## src/sv/oys_pkg.sv

```systemverilog
// Shared types and constants for the oldest-yield thread scheduler.
// Used by the controller, the datapath and the top level; depends on nothing.
package oys_pkg;

    localparam int SLOTS   = 16;
    localparam int SLOT_W  = 4;
    localparam int CNT_W   = SLOT_W + 1;
    localparam int STAMP_W = 64;
    localparam int IN_W    = 72;
    localparam int OUT_W   = 16;

    typedef logic [SLOT_W-1:0]  slot_idx_t;
    typedef logic [STAMP_W-1:0] stamp_t;

    typedef enum logic [2:0] {
        MODE_CREATE  = 3'd0,
        MODE_SWITCH  = 3'd1,
        MODE_YIELD   = 3'd2,
        MODE_EXIT    = 3'd3,
        MODE_COYIELD = 3'd4,
        MODE_KILL    = 3'd5,
        MODE_COLLECT = 3'd6
    } mode_t;

    typedef enum logic [1:0] {
        STATUS_OK       = 2'd0,
        STATUS_DISABLED = 2'd1,
        STATUS_BAD_SLOT = 2'd2,
        STATUS_NO_RUN   = 2'd3
    } status_t;

    typedef enum logic [2:0] {
        ST_UNSTARTED    = 3'd0,
        ST_RUNNING      = 3'd1,
        ST_SUSPENDED    = 3'd2,
        ST_JOIN_WAIT    = 3'd3,
        ST_COYIELD_WAIT = 3'd4,
        ST_KILLED       = 3'd5
    } slot_state_t;

    typedef enum logic [2:0] {
        CTRL_IDLE,
        CTRL_EXEC,
        CTRL_SCAN,
        CTRL_FINISH
    } ctrl_state_t;

    typedef struct packed {
        logic load_item;
        logic exec;
        logic scan_step;
        logic scan_end;
        logic load_out;
    } dp_cmd_t;

    typedef struct packed {
        logic need_scan;
        logic scan_done;
        logic running_used;
    } dp_stat_t;

endpackage

```

## src/sv/oys_ctrl.sv

```systemverilog
// Sequencing controller for the oldest-yield thread scheduler.
// Depends on oys_pkg; drives the datapath commands and both handshakes.
module oys_ctrl (
    input  logic            clk,
    input  logic            rst_n,
    input  logic            s_tvalid,
    output logic            s_tready,
    output logic            m_tvalid,
    input  logic            m_tready,
    input  oys_pkg::dp_stat_t stat,
    output oys_pkg::dp_cmd_t  cmd
);
    import oys_pkg::*;

    ctrl_state_t state_reg;
    ctrl_state_t state_next;
    logic        m_tvalid_reg;
    logic        m_tvalid_next;

    always_ff @(posedge clk or negedge rst_n)
    begin
        if (!rst_n)
        begin
            state_reg    <= CTRL_IDLE;
            m_tvalid_reg <= 1'b0;
        end
        else
        begin
            state_reg    <= state_next;
            m_tvalid_reg <= m_tvalid_next;
        end
    end

    always_comb
    begin
        state_next = state_reg;
        cmd        = '0;
        s_tready   = 1'b0;
        unique case (state_reg)
            CTRL_IDLE:
            begin
                s_tready = 1'b1;
                if (s_tvalid)
                begin
                    cmd.load_item = 1'b1;
                    state_next    = CTRL_EXEC;
                end
            end
            CTRL_EXEC:
            begin
                cmd.exec   = 1'b1;
                state_next = CTRL_SCAN;
            end
            CTRL_SCAN:
            begin
                if (!stat.need_scan)
                begin
                    state_next = CTRL_FINISH;
                end
                else if (stat.scan_done)
                begin
                    cmd.scan_end = 1'b1;
                    state_next   = CTRL_FINISH;
                end
                else
                begin
                    cmd.scan_step = 1'b1;
                end
            end
            CTRL_FINISH:
            begin
                if (!m_tvalid_reg || m_tready)
                begin
                    cmd.load_out = 1'b1;
                    state_next   = CTRL_IDLE;
                end
            end
            default:
            begin
                state_next = CTRL_IDLE;
            end
        endcase
    end

    always_comb
    begin
        if (cmd.load_out)
        begin
            m_tvalid_next = 1'b1;
        end
        else if (m_tready)
        begin
            m_tvalid_next = 1'b0;
        end
        else
        begin
            m_tvalid_next = m_tvalid_reg;
        end
    end

    assign m_tvalid = m_tvalid_reg;

endmodule

```

## src/sv/oys_datapath.sv

```systemverilog
// Datapath of the oldest-yield thread scheduler: slot table, stamp memory,
// oldest-stamp scan and result register. Depends on oys_pkg.
module oys_datapath (
    input  logic                       clk,
    input  logic                       rst_n,
    input  oys_pkg::dp_cmd_t           cmd,
    output oys_pkg::dp_stat_t          stat,
    input  logic                       cfg_we,
    input  logic                       cfg_wdata,
    input  logic [oys_pkg::IN_W-1:0]   in_data,
    output logic [oys_pkg::OUT_W-1:0]  out_data
);
    import oys_pkg::*;

    mode_t       mode_reg;
    mode_t       mode_next;
    slot_idx_t   tgt_reg;
    slot_idx_t   tgt_next;
    logic        run_now_reg;
    logic        run_now_next;
    stamp_t      now_reg;
    stamp_t      now_next;

    logic [SLOTS-1:0] used_reg;
    logic [SLOTS-1:0] used_next;
    slot_state_t      state_reg [SLOTS];
    slot_state_t      state_next [SLOTS];
    logic [SLOTS-1:0] stamp_ok_reg;
    logic [SLOTS-1:0] stamp_ok_next;
    slot_idx_t        running_reg;
    slot_idx_t        running_next;
    logic             en_reg;
    logic             en_next;

    status_t     status_reg;
    status_t     status_next;
    slot_idx_t   new_slot_reg;
    slot_idx_t   new_slot_next;
    slot_idx_t   rep_reg;
    slot_idx_t   rep_next;
    logic        rep_ok_reg;
    logic        rep_ok_next;
    slot_idx_t   prev_reg;
    slot_idx_t   prev_next;
    logic        need_scan_reg;
    logic        need_scan_next;

    logic [CNT_W-1:0] cnt_reg;
    logic [CNT_W-1:0] cnt_next;
    logic             pend_reg;
    logic             pend_next;
    logic             found_reg;
    logic             found_next;
    slot_idx_t        best_reg;
    slot_idx_t        best_next;
    stamp_t           best_ts_reg;
    stamp_t           best_ts_next;

    stamp_t      stamp_mem [SLOTS];
    stamp_t      rd_data_reg;
    logic        rd_ok_reg;
    slot_idx_t   rd_idx_reg;
    slot_idx_t   rd_addr;
    logic        stamp_we;

    logic [OUT_W-1:0] out_reg;
    logic [OUT_W-1:0] out_next;

    logic        tgt_ok;
    logic        free_found;
    slot_idx_t   free_slot;
    logic        go_en;
    slot_idx_t   go_slot;
    stamp_t      rd_ts;
    logic        rd_runnable;
    logic [2:0]  rep_state;

    always_comb
    begin
        free_found = 1'b0;
        free_slot  = '0;
        for (int i = SLOTS - 1; i >= 0; i--)
        begin
            if (!used_reg[i])
            begin
                free_found = 1'b1;
                free_slot  = SLOT_W'(i);
            end
        end
    end

    assign tgt_ok      = used_reg[tgt_reg];
    assign rd_addr     = cnt_reg[SLOT_W-1:0];
    assign rd_ts       = rd_ok_reg ? rd_data_reg : '0;
    assign rd_runnable = used_reg[rd_idx_reg] &&
                         (state_reg[rd_idx_reg] == ST_UNSTARTED ||
                          state_reg[rd_idx_reg] == ST_SUSPENDED);

    always_comb
    begin
        mode_next      = mode_reg;
        tgt_next       = tgt_reg;
        run_now_next   = run_now_reg;
        now_next       = now_reg;
        used_next      = used_reg;
        state_next     = state_reg;
        stamp_ok_next  = stamp_ok_reg;
        running_next   = running_reg;
        en_next        = en_reg;
        status_next    = status_reg;
        new_slot_next  = new_slot_reg;
        rep_next       = rep_reg;
        rep_ok_next    = rep_ok_reg;
        prev_next      = prev_reg;
        need_scan_next = need_scan_reg;
        cnt_next       = cnt_reg;
        pend_next      = pend_reg;
        found_next     = found_reg;
        best_next      = best_reg;
        best_ts_next   = best_ts_reg;
        stamp_we       = 1'b0;
        go_en          = 1'b0;
        go_slot        = tgt_reg;

        if (cfg_we)
        begin
            en_next = cfg_wdata;
        end

        if (cmd.load_item)
        begin
            mode_next      = mode_t'(in_data[2:0]);
            tgt_next       = in_data[6:3];
            run_now_next   = in_data[7];
            now_next       = in_data[71:8];
            prev_next      = running_reg;
            status_next    = STATUS_OK;
            new_slot_next  = '0;
            rep_next       = running_reg;
            rep_ok_next    = 1'b1;
            need_scan_next = 1'b0;
        end

        if (cmd.exec)
        begin
            cnt_next   = '0;
            pend_next  = 1'b0;
            found_next = 1'b0;
            case (mode_reg)
                MODE_CREATE:
                begin
                    status_next = STATUS_BAD_SLOT;
                    if (free_found)
                    begin
                        used_next[free_slot]     = 1'b1;
                        state_next[free_slot]    = ST_UNSTARTED;
                        stamp_ok_next[free_slot] = 1'b0;
                        new_slot_next            = free_slot;
                        rep_next                 = free_slot;
                        status_next              = STATUS_OK;
                        if (run_now_reg)
                        begin
                            if (!en_reg)
                            begin
                                status_next = STATUS_DISABLED;
                            end
                            else
                            begin
                                go_en   = 1'b1;
                                go_slot = free_slot;
                            end
                        end
                    end
                end
                MODE_SWITCH:
                begin
                    rep_next = tgt_reg;
                    if (!tgt_ok)
                    begin
                        status_next = STATUS_BAD_SLOT;
                        rep_ok_next = 1'b0;
                    end
                    else if (!en_reg)
                    begin
                        status_next = STATUS_DISABLED;
                    end
                    else
                    begin
                        go_en = 1'b1;
                    end
                end
                MODE_YIELD, MODE_EXIT, MODE_COYIELD:
                begin
                    if (mode_reg == MODE_EXIT)
                    begin
                        state_next[running_reg] = ST_JOIN_WAIT;
                    end
                    else if (mode_reg == MODE_COYIELD)
                    begin
                        state_next[running_reg] = ST_COYIELD_WAIT;
                    end
                    if (!en_reg)
                    begin
                        status_next = STATUS_DISABLED;
                    end
                    else
                    begin
                        stamp_we                   = 1'b1;
                        stamp_ok_next[running_reg] = 1'b1;
                        need_scan_next             = 1'b1;
                    end
                end
                MODE_KILL:
                begin
                    rep_next = tgt_reg;
                    if (!tgt_ok || tgt_reg == running_reg)
                    begin
                        status_next = STATUS_BAD_SLOT;
                        rep_ok_next = tgt_ok;
                    end
                    else
                    begin
                        used_next[tgt_reg]  = 1'b0;
                        state_next[tgt_reg] = ST_KILLED;
                    end
                end
                MODE_COLLECT:
                begin
                    rep_next = tgt_reg;
                    if (!tgt_ok)
                    begin
                        status_next = STATUS_BAD_SLOT;
                        rep_ok_next = 1'b0;
                    end
                    else if (state_reg[tgt_reg] == ST_COYIELD_WAIT)
                    begin
                        state_next[tgt_reg] = ST_SUSPENDED;
                    end
                    else if (state_reg[tgt_reg] == ST_JOIN_WAIT)
                    begin
                        status_next = STATUS_OK;
                    end
                    else if (!en_reg)
                    begin
                        status_next = STATUS_DISABLED;
                    end
                    else
                    begin
                        go_en = 1'b1;
                    end
                end
                default:
                begin
                    status_next = STATUS_BAD_SLOT;
                end
            endcase
        end

        if (cmd.scan_step)
        begin
            if (cnt_reg < CNT_W'(SLOTS))
            begin
                pend_next = 1'b1;
                cnt_next  = cnt_reg + 1'b1;
            end
            else
            begin
                pend_next = 1'b0;
            end
            if (pend_reg && rd_runnable && (!found_reg || rd_ts < best_ts_reg))
            begin
                found_next   = 1'b1;
                best_next    = rd_idx_reg;
                best_ts_next = rd_ts;
            end
        end

        if (cmd.scan_end)
        begin
            if (!found_reg)
            begin
                status_next = STATUS_NO_RUN;
            end
            else
            begin
                go_en   = 1'b1;
                go_slot = best_reg;
            end
        end

        if (go_en)
        begin
            if (state_next[running_reg] == ST_RUNNING)
            begin
                state_next[running_reg] = ST_SUSPENDED;
            end
            running_next        = go_slot;
            state_next[go_slot] = ST_RUNNING;
        end
    end

    assign rep_state = rep_ok_reg ? 3'(state_reg[rep_reg]) : 3'd0;

    always_comb
    begin
        out_next = out_reg;
        if (cmd.load_out)
        begin
            out_next = {2'b00, (running_reg != prev_reg), rep_state, new_slot_reg,
                        running_reg, 2'(status_reg)};
        end
    end

    always_ff @(posedge clk or negedge rst_n)
    begin
        if (!rst_n)
        begin
            used_reg      <= SLOTS'(1);
            for (int i = 0; i < SLOTS; i++)
            begin
                state_reg[i] <= (i == 0) ? ST_RUNNING : ST_UNSTARTED;
            end
            stamp_ok_reg  <= '0;
            running_reg   <= '0;
            en_reg        <= 1'b0;
            need_scan_reg <= 1'b0;
            cnt_reg       <= '0;
            pend_reg      <= 1'b0;
            found_reg     <= 1'b0;
        end
        else
        begin
            used_reg      <= used_next;
            state_reg     <= state_next;
            stamp_ok_reg  <= stamp_ok_next;
            running_reg   <= running_next;
            en_reg        <= en_next;
            need_scan_reg <= need_scan_next;
            cnt_reg       <= cnt_next;
            pend_reg      <= pend_next;
            found_reg     <= found_next;
        end
    end

    always_ff @(posedge clk)
    begin
        mode_reg     <= mode_next;
        tgt_reg      <= tgt_next;
        run_now_reg  <= run_now_next;
        now_reg      <= now_next;
        status_reg   <= status_next;
        new_slot_reg <= new_slot_next;
        rep_reg      <= rep_next;
        rep_ok_reg   <= rep_ok_next;
        prev_reg     <= prev_next;
        best_reg     <= best_next;
        best_ts_reg  <= best_ts_next;
        out_reg      <= out_next;
    end

    always_ff @(posedge clk)
    begin
        if (stamp_we)
        begin
            stamp_mem[running_reg] <= now_reg;
        end
        rd_data_reg <= stamp_mem[rd_addr];
        rd_ok_reg   <= stamp_ok_reg[rd_addr];
        rd_idx_reg  <= rd_addr;
    end

    assign stat.need_scan    = need_scan_reg;
    assign stat.scan_done    = !pend_reg && (cnt_reg == CNT_W'(SLOTS));
    assign stat.running_used = used_reg[running_reg];
    assign out_data          = out_reg;

endmodule

```

## src/sv/oldest_yield_thread_scheduler_core.sv

```systemverilog
// Top level of the oldest-yield thread scheduler.
// Depends on oys_pkg, oys_ctrl and oys_datapath.
//
// Each accepted event is handled alone and yields one result transaction.
// Create, switch, kill, collect and refused events skip the scan; a yield,
// exit or co-yield with switching enabled runs the scan, which reads one
// slot stamp per cycle from the 16-entry stamp memory. A new event is
// taken as soon as the previous one has been placed in the output
// register, even while that result still waits for the downstream side.
module oldest_yield_thread_scheduler_core (
    input  logic                      clk,
    input  logic                      rst_n,
    input  logic                      cfg_we,
    input  logic                      cfg_wdata,
    input  logic                      s_tvalid,
    output logic                      s_tready,
    // Fields from bit 0: mode[2:0], target[6:3], run_now[7], now[71:8].
    input  logic [oys_pkg::IN_W-1:0]  s_tdata,
    output logic                      m_tvalid,
    input  logic                      m_tready,
    // Fields from bit 0: status[1:0], active[5:2], new_slot[9:6],
    // target_state[12:10], switched[13], zero[15:14].
    output logic [oys_pkg::OUT_W-1:0] m_tdata
);
    import oys_pkg::*;

    dp_cmd_t  cmd;
    dp_stat_t stat;

    oys_ctrl u_ctrl (
        .clk      (clk),
        .rst_n    (rst_n),
        .s_tvalid (s_tvalid),
        .s_tready (s_tready),
        .m_tvalid (m_tvalid),
        .m_tready (m_tready),
        .stat     (stat),
        .cmd      (cmd)
    );

    oys_datapath u_datapath (
        .clk       (clk),
        .rst_n     (rst_n),
        .cmd       (cmd),
        .stat      (stat),
        .cfg_we    (cfg_we),
        .cfg_wdata (cfg_wdata),
        .in_data   (s_tdata),
        .out_data  (m_tdata)
    );

`ifndef SYNTHESIS
    a_running_slot_used: assert property (@(posedge clk) disable iff (!rst_n)
        stat.running_used)
        else $error("running slot is not marked used");

    a_one_command: assert property (@(posedge clk) disable iff (!rst_n)
        $onehot0({cmd.load_item, cmd.exec, cmd.scan_step, cmd.scan_end, cmd.load_out}))
        else $error("more than one datapath command in a cycle");

    a_busy_after_accept: assert property (@(posedge clk) disable iff (!rst_n)
        (s_tvalid && s_tready) |=> !s_tready)
        else $error("new event accepted while one is in progress");
`endif

endmodule

```

## config.mk

```make
export PLATFORM = sky130hd
export DESIGN_NAME = oldest_yield_thread_scheduler_core
export DESIGN_NICKNAME = d
export VERILOG_FILES = /design/src/sv/oys_pkg.sv /design/src/sv/oys_ctrl.sv /design/src/sv/oys_datapath.sv /design/src/sv/oldest_yield_thread_scheduler_core.sv
export SDC_FILE = /design/constraint.sdc
export NUM_CORES = 2
export LEC_CHECK = 0
export ABC_AREA = 1
export BUFFER_PORTS_ARGS = -buffer_cell sky130_fd_sc_hd__buf_2
export CELL_PAD_IN_SITES_DETAIL_PLACEMENT = 1
export CELL_PAD_IN_SITES_GLOBAL_PLACEMENT = 1
export CORE_ASPECT_RATIO = 1.25
export CORE_UTILIZATION = 50
export DETAILED_ROUTE_END_ITERATION = 8
export HOLD_SLACK_MARGIN = 0.06
export PLACE_DENSITY = 0.74
export SKIP_CTS_REPAIR_TIMING = 1
export SLEW_MARGIN = 30
export SYNTH_ARGS = -nofsm -noshare
export SYNTH_HDL_FRONTEND = slang
export SYNTH_HIERARCHICAL = 1
export SYNTH_SLANG_ARGS = --single-unit
```

## constraint.sdc

```tcl
create_clock -name clk -period 6.5 [get_ports clk]
set_clock_uncertainty 0.05 [all_clocks]
set_input_delay 0.325 -clock clk [delete_from_list [all_inputs] [get_ports clk]]
set_output_delay 0.325 -clock clk [all_outputs]
set_load 0.1 [all_outputs]
```

* Word-level counts from Yosys, hierarchy flattened *
Memory sizes are Yosys's and may differ from the RTL's. A register that Yosys moved wholly into a read port is not among the register bits.
Index checks and enable logic that the tools add are counted.

operators by class
  add/subtract/negate cells = 1
  order comparisons = 20
  equality and inequality tests = 22
  mux-type cells = 161
  bitwise operators = 32
  reduce and logical (&&, ||, !) cells = 33

operators with widths
  operator            count
  $mux 48             10
  $pmux 48 s4         1
  $and 32x32->32      4
  $not 32->32         4
  $mux 4              30
  $or 16x16->16       6
  $and 16x16->16      4
  $lt 64x64->1        1
  $mux 16             4
  $mux 64             1
  $not 16->16         4
  $or 32x32->32       2
  $pmux 16 s2         2
  $mux 1              61
  $and 48x48->48      1
  $bmux 3 s4          4
  $demux 3 s4         4
  $mux 3              16
  $not 48->48         1
  $ge 5x5->1 const B  6
  $not 4->5           6
  $mux 2              14
  $lt 4x5->1 const B  5
  $lt 5x1->1 const B  4
  30 further kinds    74

storage, ports and cells
  register bits = 271
  bits in writable memories = 1,024
  bits of input ports = 78
  output and inout port bits = 18
  word-level logic and storage cells = 311
  memories = 1

memories
  name                  depth  bits a word  rd ports  clocked after Yosys merged registers in  write ports  RTL line            text
  u_datapath.stamp_mem  16     64           1         1                                        1            oys_datapath.sv:59  stamp_t stamp_mem [SLOTS];

* Longest topological paths before layout *
  depth in word-level cells = 34
  gate-level depth with buffers = 29
  gate-level depth less buffers = 28

* By module *
The synthesis kept the hierarchy.

modules (own cells, without submodules)
  module        times used  cells each  area an instance (um2)  sequential area each (um2)
  oys_datapath  1           5,131       57,477.6                39,425.3
  oys_ctrl      1           39          275.3                   75.1

* Worst setup path before layout *
Ideal clock, no wire load.

  path kind = flip-flop to flip-flop
  from = register u_datapath.mode_reg[0]
  to = memory u_datapath/stamp_mem[15][0] in the netlist's numbering (enable)
  setup time = 0.488 ns
  arrival time = 4.299 ns
  required time = 5.962 ns
  slack = 1.662 ns
  cell stages (with the launch flop) = 10
  path buffers = 2
  clock period less this slack = 4.838 ns
  cells stage by stage = edfxtp_1 > inv_2 > nand3_1 > o21ai_1 > inv_2 > clkbuf_1 > nor3_1 > clkinv_1 > clkbuf_1 > nor2_1

on the way
  cells in the longest elaborated chain, start to end = 6
  elaborated cells between the ends (all ways) = 8
  classes of those cells = 3 x eq/ne; 4 x mux; 1 x reduce/logical

RTL lines
  what                                      RTL line             text
  start: declaration                        oys_datapath.sv:15   mode_t mode_reg;
  start signal: assignment                  oys_datapath.sv:347  mode_reg <= mode_next;
  $eq 3x2->1 or $eq 3x3->1 (tied branches)  oys_datapath.sv:149  case (mode_reg)
  $reduce_or 3->1 *                         oys_datapath.sv:149
  $mux 1 *                                  oys_datapath.sv:149
  $mux 1 *                                  oys_datapath.sv:144  if (cmd.exec)
  $mux 1 *                                  oys_datapath.sv:363  if (stamp_we)
  $mux 1 (implied by the code) *            oys_datapath.sv:365  stamp_mem[running_reg] <= now_reg;
  end: declaration                          oys_datapath.sv:59

Every way passes the cells marked *; elsewhere a longest branch is shown, timed or not.

==> key figures <==
Outcome
  – Outcome: complete, no violations

Critical path
  – Setup crit start kind: flip-flop
  – Crit path arrival time: 5.28 ns
  – Most used cell, CP: nand2_1
  – Crit path required time: ~7.1 ns
  – Worst-path fanout max: 16
  – Critical path's top delay family: simple AND/OR/NAND/NOR gates
  – CP peak stage delay: 0.75 ns
  – Crit. End Element: flip-flop
  – CP Cell Sequence: buf_4 -> nor2_4 -> a21oi_1 -> nand2_1 -> nand2_1 -> nand2_1 -> nor2_4 -> nand2_1 -> buf_4 -> nor2_1 -> o21ai_0 -> nand2_1 -> a21oi_1 -> nand2_1 -> o21ai_0 -> nand2_1 -> nand2_1 -> nand2_1 -> nand3_1 -> nor3_4 -> buf_4 -> nand3_2 -> nand2_1 -> nand2_1
  – CP Buf/Inv Count: 3
  – Crit-path slowest cell: edfxtp_1
  – Critical path class: flip-flop to flip-flop

Die
  – Die H: 382 µm
  – Top-level port count: 96
  – Die ar.: 117,000 µm²
  – Initial Utilization: roughly half
  – Core area: 114,000 µm²
  – # rows: 138
  – Die width: 306 µm

Pwr
  – VDD IR max: 0.294 mV
  – P_leak: ~24 nW
  – Pwr dens: 395 nW/µm²

Route
  – Drt first pass iters: 6
  – Initial DRC count: 4,138
  – Remaining DRCs: 0
  – Final WL: 193 mm
  – Vias/cell: between 6 and 7
  – Via count: between 40,000 and 50,000
  – Routed len/inst: 28.2 µm
  – Post-detailed-route count of antenna-violating nets: 0

STA
  – Fmax: 214 MHz
  – Setup TNS: 0 ns
  – Final Max Tran Viols: 0
  – Slew of the pin with the lowest slew margin: 1.01 ns
  – Final Hold Fails: 0
  – Final worst-path cycle share: roughly 70%
  – Setup violators final: 0
  – Crit path time final: 4.68 ns
  – Unrepaired setup endpoints after global routing: false
  – Slew margin rel.: 32.7%
  – WHS: between 0.1 and 0.15 ns

GRT
  – Initial antenna violation count: 2
  – Total gr overflow: 0
  – Overall Global Routing Usage: 32.6%
  – Vias in the first global route: between 40,000 and 50,000
  – Global-route wire length before repair: 281 mm
  – Largest net degree at the start of global routing: 173

Layout
  – Register area: 39,500 µm²
  – Share of layout cells above drive strength 1: under 10%
  – Final #Nets: 5,403
  – Fin util: 57.3%
  – Filler cells: 11,600
  – Area grow syn2layout: 13.0%
  – Multi-input combinational cell area: 15,600 µm²
  – Max reg flops: 1,024
  – Reg with most FFs: u_datapath/stamp_mem
  – Non-filler cells, final: between 6,000 and 7,000
  – Inserted Diodes: 0

Yosys
  – Ys Warns: 6
  – Syn Inst Count: 5,153
  – Mapped Area: 57,700 µm²
  – Mapped Avg Cell Area: roughly 11 µm²

Clocking
  – TritonCTS clock tree: yes
  – Clock tree buffer depth: 3
  – Total CTS buffers: 136
  – Clock transition at path regs: 0.06 ns
  – CTS sink count: 1,358
  – Clock root buffer: clkbuf_16
  – Clock Latency Late Sink: ~0.77 ns
  – H-tree levels: 4

Placement
  – Cells after DPL: 6,509
  – Hpwl dp: 109 mm
  – Final GP Congestion: 0.998
  – Port Buffers: 93

Flow run
  – MaxCap Viol Count: 0

Worst hold path
  – Min-delay worst type: input port to asynchronous set/reset pin
==> area by class of cell <==
| class | count | area share, % |
|---|---|---|
| repair buffers | 257 | 3.33 |
| inverters | 385 | 2.26 |
| clock inverters | 61 | 1.07 |
| multi-input cells | 3117 | 24.0 |
| clock buffers | 189 | 5.88 |
| flip-flops and latches | 1358 | 60.6 |
| well taps | 1470 | 2.82 |
==> worst register-to-register path, stage by stage, from the launching register on <==
cell and delay, ns:
edfxtp_1 0.75, buf_4 0.34, nor2_4 0.11, a21oi_1 0.16, nand2_1 0.07, nand2_1 0.06
nand2_1 0.09, nor2_4 0.34, nand2_1 0.34, buf_4 0.29, nor2_1 0.16, o21ai_0 0.10
nand2_1 0.10, a21oi_1 0.04, nand2_1 0.08, o21ai_0 0.10, nand2_1 0.08, nand2_1 0.06
nand2_1 0.05, nand3_1 0.11, nor3_4 0.52, buf_4 0.32, nand3_2 0.12, nand2_1 0.09
nand2_1 0.05
==> through the flow <==
step | setup slack [ns] | power [mW] | area (µm²)
2_1_floorplan | 1.66 | 15.3 | 57700
3_3_place_gp | 1.73 | 17.5 | 59800
3_5_place_dp | 1.90 | 17.7 | 59900
4_1_cts | 1.87 | 25.7 | 64400
5_1_grt | 1.54 | 26.7 | 65200
6_report | 1.82 | 25.8 | 65200
==> report_power, final <==
part           switching [mW]  internal [mW]  leakage (nW)
logic                    4.51           1.70          8.85
clock network            3.36           4.66          2.20
registers                1.05           10.5          12.5
==> path summary, 6_finish.rpt <==
kind                            cells past startpoint                       end                  startpoint  slack, ns
max in group asynchronous                           3     u_datapath/cnt_reg[0]                       rst_n       4.99
worst min-delay path                                2           u_ctrl/m_tvalid                       rst_n       0.11
worst max-delay path                               24  u_datapath/state_reg[42]       u_datapath/tgt_reg[0]       1.82
worst max register to register                     24  u_datapath/state_reg[42]       u_datapath/tgt_reg[0]       1.82
worst min register to register                      0    u_datapath/out_data[6]  u_datapath/new_slot_reg[0]       0.38
min in group clk                                    2    u_datapath/now_reg[57]                 s_tdata[65]       0.21
==> per-layer routing <==
layer / vias to the layer above / part of all wire (%) / GRT usage, % / wire, µm
met4: 4 / 5.4 / 16.9 / 10400
li1: 18600 / - / - / -
met3: 509 / 6.0 / 4.72 / 11500
met2: 1732 / 50 / 55.7 / 96600
met5: - / 0.016 / 0 / 30
met1: 21700 / 39 / 40.3 / 74400
==> placed cells by master, fill, tap and decap left out, types with 12 or more instances in the layout <==
| cell | count |
|---|---|
| edfxtp_1 | 1182 |
| nor2_1 | 749 |
| nand2_1 | 684 |
| o21ai_0 | 646 |
| inv_1 | 358 |
| nand3_1 | 269 |
| o22ai_1 | 174 |
| a21oi_1 | 151 |
| clkbuf_16 | 142 |
| o221ai_1 | 103 |
| buf_2 | 92 |
| dfrtp_1 | 91 |
| dfxtp_1 | 79 |
| dlygate4sd3_1 | 77 |
| ha_1 | 70 |
| buf_4 | 63 |
| o211ai_1 | 45 |
| nand4_1 | 42 |
| clkbuf_1 | 37 |
| nor3_1 | 26 |
| clkinv_1 | 21 |
| clkinv_2 | 21 |
| nor2_4 | 21 |
| buf_12 | 21 |
| o21ai_1 | 16 |
| nand3_2 | 14 |
| bufinv_16 | 13 |
| nor2_2 | 12 |
| nor4_1 | 12 |
| inv_2 | 12 |
Note: power is estimated with default switching activity, not from simulation.
